### config.mk
export PLATFORM = sky130hd
export DESIGN_NAME = pfinv_delay
export DESIGN_NICKNAME = d
export VERILOG_FILES = /design/src/rtl/core/pfinv_delay.sv
export SDC_FILE = /design/constraint.sdc
export NUM_CORES = 1
export LEC_CHECK = 0
export BUFFER_PORTS_ARGS = -buffer_cell sky130_fd_sc_hd__buf_2
export CAP_MARGIN = 20
export CELL_PAD_IN_SITES_DETAIL_PLACEMENT = 0
export CELL_PAD_IN_SITES_GLOBAL_PLACEMENT = 1
export CORE_ASPECT_RATIO = 1.1
export CORE_MARGIN = 2
export CORE_UTILIZATION = 46
export DETAILED_ROUTE_END_ITERATION = 6
export GPL_ROUTABILITY_DRIVEN = 0
export PLACE_DENSITY = 0.9
export SLEW_MARGIN = 15
export SYNTH_ARGS = -nofsm -noshare
export SYNTH_HDL_FRONTEND = slang
export SYNTH_SLANG_ARGS = --single-unit
### constraint.sdc
create_clock -name clk -period 0.95 [get_ports clk]
set_clock_uncertainty 0.2 [all_clocks]
set_input_delay 0.1425 -clock clk [delete_from_list [all_inputs] [get_ports clk]]
set_output_delay 0.1425 -clock clk [all_outputs]
set_load 0.1 [all_outputs]
### src/rtl/core/pfinv_delay.sv
// Enabled shift line that keeps a bypassed operand aligned with a multiplier.
module pfinv_delay #(
  parameter int unsigned W     = 31,
  parameter int unsigned DEPTH = 3
) (
  input  logic         clk,
  input  logic         en,
  input  logic [W-1:0] d,
  output logic [W-1:0] q
);

  logic [W-1:0] sr_r [DEPTH];

  always_ff @(posedge clk) begin
    if (en) begin
      sr_r[0] <= d;
      for (int i = 1; i < DEPTH; i++) begin
        sr_r[i] <= sr_r[i-1];
      end
    end
  end

  assign q = sr_r[DEPTH-1];

endmodule

==> flow_summary.ini <==
[status]
status = finished with violations
violations = setup timing

[power_and_ir_drop]
power_density_mw_per_mm2 = 2068
power_leakage_nw = 1.590
ir_worst_vdd_v = 0.001147

[logic_synthesis]
synth-edff-count = 93
ys_seq_area_frac = 0.9231
ys_types = 2
synth_area_sq_mm = 0.003025
async_flop_share = 0
post-synth-top-count-cell = edfxtp_1
synth_commonest_cells = edfxtp_1 (93), buf_4 (31)
yosys.area.top_type_share = 0.9231
postSynthNetCount = 157
yosys_most_used_dff = edfxtp_1
synth.top_cells.by_area = edfxtp_1 (92%), buf_4 (7.7%)
syn_inst = 124
yosysTopAreaCell = edfxtp_1
ys_warn_count = 0
syn_area_per_cell_sq_um = 24.40
ys_seq_elements = 93

[clock_tree]
path_clk_slew_ps = 80
post_cts_resized = 0
cts_root_buf = clkbuf_8
cts.htree.levels = 3
clock_latency_ps = 340
post-cts-setup-buffer-count = 0
cts_made_buffers = 9
cts_tree = done
cts_buffer_depth = 2
cts_sinks = 93
cts_hold_buf = 31

[global_routing]
grt_overflow = 0
antenna_found_initial = 0
grt_pass1_wl_um = 6506
grt_max_degree = 34
grt_pass1_vias = 1219
grt_use_total = 0.1330

[floorplanning]
top_level_ports = 64
die_w_um = 81.33
coreArea_sq_mm = 0.006477
floorplan.initialDensity = 0.4671
dieArea_sq_mm = 0.007242
die_h_um = 89.06
row_count = 31

[critical_path]
cp_top_family = flip-flops
crit_type = reg2out
cp_max_fo = 1
critPathBufInv = 1
critical_path_arrival_ps = 970
cp-end-kind = output pin
cp_slowest_stage_delay_ps = 440
cp_slowest_cell = edfxtp_1
start_kind = register
path_cells = buf_12
cp.required_ps = 610

[routing]
routed_via_density = 4.359
drc = 0
wire_per_inst_um = 15.08
route.met2.wl_um = 2523
num_vias = 1264
met3_length_um = 201
first_pass_iters = 4
routedLengthMet1_um = 1561
drt_iter0_markers = 63
ant_nets = 0
top_layer_used = met4
wl_um = 4374

[sta]
finalSetupViolCount = 32
max_freq_mhz = 760.8
grt_setup_unrepaired = yes
holdWs_ps = 9.421
fin_crit_ps = 1314
min_period_over_period = 1.384
tightest_slew_ps = 174.5
finalHoldViolations = 0
fin_tns_setup_ps = -10430
slew_headroom = 0.8837
fin_ws_ps = -364.4
finalMaxSlewViolations = 0

[place]
port_buffers = 63
hpwl_um = 2532
dp_cells = 243

[cells_and_area]
final_core_util = 0.6573
nMultiInputCombCells = 0
fin_nets = 236
drive_above_1_share = 0.3846
final_cells = 290
largest_register = sr_r
largest_register_ffs = 93
largest_registers = sr_r: 93 flops
multi_input_area_sq_um = 0
antennaDiodeCount = 0
syn_to_final_growth_pct = 40.74

[run]
cap_violations = 0

[hold_path]
hold_class = in2reg
## per-layer routing
| metal | vias up | GRT usage |
|---|---|---|
| met3 | 8 | 0.04646 |
| met2 | 44 | 0.2183 |
| met5 | - | 0 |
| li1 | 597 | - |
| met1 | 615 | 0.1499 |
| met4 | 0 | 0.08012 |
## final cells by class
class	instances	area (sq um)
Fill cell	405	2220
Tap cell	82	102.6
Clock buffer	11	131.4
Sequential cell	93	2793
Clock inverter	5	75.07
Timing Repair Buffer	99	1156
## layout by cell type (no fill, tap or decap)
cell / n
clkinv_1: 2
dlygate4sd3_1: 31
clkbuf_1: 2
edfxtp_1: 93
buf_12: 33
buf_4: 4
clkbuf_8: 9
bufinv_16: 2
clkinvlp_4: 1
buf_2: 31
## stage by stage
| step | cell area [sq um] | total power, W | setup slack (ps) |
|---|---|---|---|
| finish | 4258 | 0.008806 | -364.4 |
| global route | 4258 | 0.009098 | -409.6 |
| CTS | 4258 | 0.008853 | -373.3 |
| detailed placement | 3741 | 0.006124 | -83.43 |
| global placement | 3741 | 0.006090 | -62.29 |
| floorplan | 3025 | 0.005672 | 32.57 |
## power breakdown
group          switching, W  total, W  internal [W]
sequential         0.000122   0.00497       0.00485
combinational      0.000722   0.00117      0.000444
clock               0.00120   0.00267       0.00147
## cell families (layout without fill, tap and decap cells)
kind of cell,count (synthesis),after routing,share of synthesized area
buffers and inverters,31,115,0.07692
DFF,93,93,0.9231
## worst paths after layout
path	start	slack, ps	endpoint	depth (start not counted)
min reg2reg	sr_r[0][45]	220	sr_r[0][76]	0
min	en	9	sr_r[0][89]	2
max	sr_r[0][63]	-360	q[1]	1
max reg2reg	sr_r[0][31]	50	sr_r[0][62]	0
(Power assumes the default switching activity.)
