==> config.mk <==
export PLATFORM = sky130hd
export DESIGN_NAME = pfinv_mont_mul
export DESIGN_NICKNAME = d
export VERILOG_FILES = /design/src/rtl/core/pfinv_pkg.sv /design/src/rtl/core/pfinv_mont_mul.sv
export SDC_FILE = /design/constraint.sdc
export NUM_CORES = 2
export LEC_CHECK = 0
export ABC_AREA = 0
export BUFFER_PORTS_ARGS = -buffer_cell sky130_fd_sc_hd__buf_2
export CAP_MARGIN = 25
export CELL_PAD_IN_SITES_DETAIL_PLACEMENT = 0
export CELL_PAD_IN_SITES_GLOBAL_PLACEMENT = 1
export CORE_UTILIZATION = 57
export DETAILED_ROUTE_END_ITERATION = 8
export PLACE_DENSITY = 0.95
export SKIP_LAST_GASP = 1
export SLEW_MARGIN = 10
export SYNTH_ARGS = -nofsm -noshare
export SYNTH_HDL_FRONTEND = slang
export SYNTH_SLANG_ARGS = --single-unit
==> constraint.sdc <==
create_clock -name clk -period 19.1 [get_ports clk]
set_input_delay 1.91 -clock clk [delete_from_list [all_inputs] [get_ports clk]]
set_output_delay 1.91 -clock clk [all_outputs]
set_load 0.02 [all_outputs]
==> src/rtl/core/pfinv_pkg.sv <==
// Types and constants of the prime field inverse pipeline.
package pfinv_pkg;

  localparam int unsigned FIELD_W = 30;
  localparam int unsigned LAZY_W  = 31;
  localparam int unsigned PROD_W  = 62;
  localparam int unsigned MONT_W  = 32;

  typedef logic [FIELD_W-1:0] field_t;
  typedef logic [LAZY_W-1:0]  lazy_t;
  typedef logic [PROD_W-1:0]  prod_t;
  typedef logic [MONT_W-1:0]  mont_t;

  // Prime p = 119 * 2^23 + 1
  localparam field_t      MODULUS   = 30'd998244353;
  localparam logic [6:0]  MOD_HI    = 7'd119;
  localparam int unsigned MOD_SHIFT = 23;
  localparam int unsigned QLO_W     = MONT_W - MOD_SHIFT;

  // Montgomery radix R = 2^32: R mod p and R^2 mod p
  localparam field_t R_MOD  = 30'd301989884;
  localparam field_t R2_MOD = 30'd932051910;

  // Fermat exponent p - 2
  localparam field_t EXPONENT = 30'd998244351;

  // Pipeline shape
  localparam int unsigned NUM_ROUNDS = FIELD_W;
  localparam int unsigned MM_LAT     = 3;
  localparam int unsigned PIPE_DEPTH = MM_LAT * (NUM_ROUNDS + 2);

endpackage

==> src/rtl/core/pfinv_mont_mul.sv <==
// Three-stage Montgomery multiplier for p = 119 * 2^23 + 1, lazy range [0, 2p).
module pfinv_mont_mul (
  input  logic             clk,
  input  logic             en,
  input  pfinv_pkg::lazy_t a,
  input  pfinv_pkg::lazy_t b,
  output pfinv_pkg::lazy_t r
);
  import pfinv_pkg::*;

  prod_t              t1_r;
  prod_t              t2_r;
  mont_t              m_r;
  mont_t              m_nxt;
  lazy_t              r_r;
  logic [15:0]        q_full;
  logic [MONT_W+6:0]  m119;
  logic [63:0]        sum;

  // Stage 2: m = T * (-1/p) mod 2^32, where -1/p = 119 * 2^23 - 1
  always_comb begin
    q_full = 16'(t1_r[QLO_W-1:0]) * 16'(MOD_HI);
    m_nxt  = {q_full[QLO_W-1:0], {MOD_SHIFT{1'b0}}} - t1_r[MONT_W-1:0];
  end

  // Stage 3: (T + m * p) / 2^32, with m * p = (m * 119) << 23 + m
  always_comb begin
    m119 = (MONT_W+7)'(m_r) * (MONT_W+7)'(MOD_HI);
    sum  = 64'(t2_r) + 64'({m119, {MOD_SHIFT{1'b0}}}) + 64'(m_r);
  end

  always_ff @(posedge clk) begin
    if (en) begin
      t1_r <= PROD_W'(a) * PROD_W'(b);
      t2_r <= t1_r;
      m_r  <= m_nxt;
      r_r  <= sum[MONT_W+LAZY_W-1:MONT_W];
    end
  end

  assign r = r_r;

endmodule

==> impl_metrics.tcl <==
set metrics [dict create \
    cp_top_family "adder cells" \
    postCtsHoldBufs 0 \
    dieHeight_um 287.6 \
    overflow 0 \
    ff2ff_path_depth 31 \
    finalClockSkew_ns 0.01501 \
    end_kind "register" \
    vias 32150 \
    cap_violations 0 \
    finalWirelength_um 112100 \
    clk_path_buf_depth 2 \
    maxSlewHeadroom_pct 37.97 \
    clock.fmax_mhz 102.3 \
    fin_setup_tns_ns 0 \
    synth_compound_area_share_pct 6.032 \
    core_um2 80680 \
    synth_ff_type "edfxtp_1" \
    arrival_ns 10.00 \
    crit_path_top_delay_cell "o31ai_1" \
    path_common_cell "fa_1" \
    report.final.slew_viol_count 0 \
    wl_per_cell_um 19.51 \
    critPathKind "in2reg" \
    multiInputGateArea_um2 36180 \
    synth_cells 4757 \
    grt_use_total_pct 28.17 \
    synth_top_family_by_area "adder cells" \
    syn_area_um2 46490 \
    grt_pass1_wl_um 181400 \
    cts_sinks 186 \
    worst_pin_slew_ns 0.9225 \
    clock_latency_ns 0.47 \
    drive_above_1_share_pct 3.010 \
    synth_cell_types 61 \
    initial_core_util_pct 57.62 \
    synth_seq_cells 186 \
    hold_depth 0 \
    die_w_um 287.6 \
    syn_avg_cell_area_um2 9.772 \
    setup_viol 0 \
    reg2reg_to "r[28]$_DFFE_PP_" \
    drc 6 \
    hold_viol 0 \
    status "finished with violations" \
    crit_cells 24 \
    io_buffers 94 \
    num_antenna_cells 0 \
    synth-simple-area-share_pct 13.63 \
    drt_iter0_markers 2112 \
    grt_max_degree 99 \
    holdCritStartpoint "t1_r[35]$_DFFE_PP_" \
    critical_path.max_stage_delay_ns 0.76 \
    cts-htree-levels 4 \
    hold_class "reg2reg" \
    synth_nets 6283 \
    syn2layout_area_growth_pct 3.531 \
    cts_buffers 17 \
    min_to "t2_r[35]$_DFFE_PP_" \
    cts_setup_buffers 0 \
    critPathBufInv 4 \
    nets 6197 \
    synthArstFlopShare_pct 0 \
    fin_crit_sh_pct 51.19 \
    path_max_fanout 31 \
    r2r_setup_slack_ns 11.13 \
    postRouteAntennaNets 0 \
    dieArea_um2 82700 \
    crit_chain "buf_2, nand2_1, fa_1, inv_1, fa_1, inv_1, fa_1, inv_1, fa_1, fa_1, fa_1, fa_1, fa_1, ha_1, nand4_1, or4_1, o31ai_1, o2111ai_1, a31oi_1, or2_1, a21oi_1, o21bai_1, a21oi_1, xnor2_1" \
    ios 95 \
    fillerInstances 6790 \
    dp_hpwl_um 90400 \
    gp_congestion 0.9014 \
    violations "design-rule violations" \
    start_kind "primary input" \
    rows 104 \
    register_area_um2 5585 \
    first_global_vias 34330 \
    rsz0062_at_grt "no" \
    cts_tree "built" \
    synth-adder-area-share_pct 55.10 \
    antenna_found_initial 0 \
    ys_warn_count 0 \
    yosysTopAreaCellShare_pct 41.99 \
    synth_area_leaders "fa_1 42%, ha_1 13%, edfxtp_1 12%" \
    drtPass1Iterations 8 \
    crit_required_ns 19.32 \
    cts-resized-gates 0 \
    synth-seq-area-share_pct 12.01 \
    vias_per_cell 5.597 \
    synthMuxAreaShare_pct 0 \
    synth_top_cell_by_area "fa_1" \
    reg2reg_from "m_r[5]$_DFFE_PP_" \
    synth_edf_count 186 \
    clk_pin_slew_ns 0.07 \
    post-route-min-period_ns 9.777 \
    synth_xor_area_share_pct 3.071 \
    cts-root-buf "clkbuf_16" \
]
-- cells in the mapped netlist (all sizes together) (7+ instances only) --
library cell / number
nor2b: 16
nor2: 70
and2: 509
xnor2: 113
ha: 487
or2: 7
fa: 975
edfxtp: 186
nor3: 20
a21o: 102
inv: 1053
a31o: 7
nand2: 525
and3: 9
a21oi: 137
nand2b: 18
clkbuf: 204
nand4: 28
and4: 7
o21bai: 26
a211oi: 12
o21ai: 66
o31ai: 8
nand3: 25
a31oi: 18
xor2: 50
o21a: 17
-- worst max-delay path by stage --
stage / startpoint / end / slack, ns
global route: a[7] / t1_r[54]$_DFFE_PP_ / 9.10
finish: a[7] / t1_r[54]$_DFFE_PP_ / 9.32
detailed placement: a[7] / t1_r[54]$_DFFE_PP_ / 8.97
floorplan: a[16] / t1_r[55]$_DFFE_PP_ / 10.08
global placement: a[7] / t1_r[54]$_DFFE_PP_ / 9.07
CTS: a[7] / t1_r[54]$_DFFE_PP_ / 9.45
-- cells by family (layout without fill, tap and decap cells) --
kind of cell,Yosys count,count (layout)
DFF,186,186
xor gates and xnor gates,163,163
and+or+nand+nor,1254,1254
adders and majority gates,1462,1462
AOI/OAI and AO/OA,434,434
buffers and inverters,1258,1185
-- metal layers --
metal | global-route usage [%] | vias up | routed length (um) | part of all wire, %
li1 | - | 14300 | - | -
met3 | 6.846 | 161 | 10920 | 9.7
met5 | 0 | - | 0 | 0
met4 | 6.782 | 0 | 2319 | 2.1
met2 | 43.99 | 1369 | 50960 | 45
met1 | 39.68 | 16320 | 47890 | 43
-- layout make-up --
class / count / area share (%)
Timing Repair Buffer: 100 / 1.126
Clock inverter: 14 / 0.2392
Tap cell: 1060 / 2.756
Multi-Input combinational cell: 3313 / 75.17
Inverter: 1053 / 8.212
Sequential cell: 186 / 11.61
Clock buffer: 18 / 0.8917
-- through the flow --
stage	std cells	hold slack, ns	worst slack, ns	utilization, %	instance area (um^2)
floorplan	4757	0.4003	10.08	-	46490
CTS	5743	0.4185	9.454	59.62	48100
global route	5744	0.4302	9.097	59.66	48130
finish	5744	0.4198	9.323	59.66	48130
detailed placement	5711	0.4062	8.966	58.95	47560
global placement	5711	0.4019	9.066	58.95	47560
-- placed cells by master, fill, tap and decap left out, drive strengths merged, types with 3 or more instances in the layout --
master and instances:
o31ai 8, a21o 102, edfxtp 186, a41oi 3, and2 509, or3 5, nand3 25, o21a 17
clkinv 6, xnor2 113, a21oi 137, nor4 5, inv 1059, nor2 70, xor2 50, nand4 28
a31oi 18, nand2 525, or4 4, or2 7, and3 9, buf 100, nand2b 18, a211o 3
o21ai 66, nor3 20, a221oi 5, nor2b 16, o221ai 3, a31o 7, and4 7, fa 975
a211oi 12, a21boi 5, ha 487, a221o 5, o211ai 5, o21bai 26, clkbuf 18
-- state kept, by name, indices dropped and copies added, names as in the netlist --
name,flops
r,31
t1_r,62
m_r,31
t2_r,62
Power is left out: the tool's default activity adds up to more than one toggle a clock period on the data nets, which glitch-free logic cannot reach.
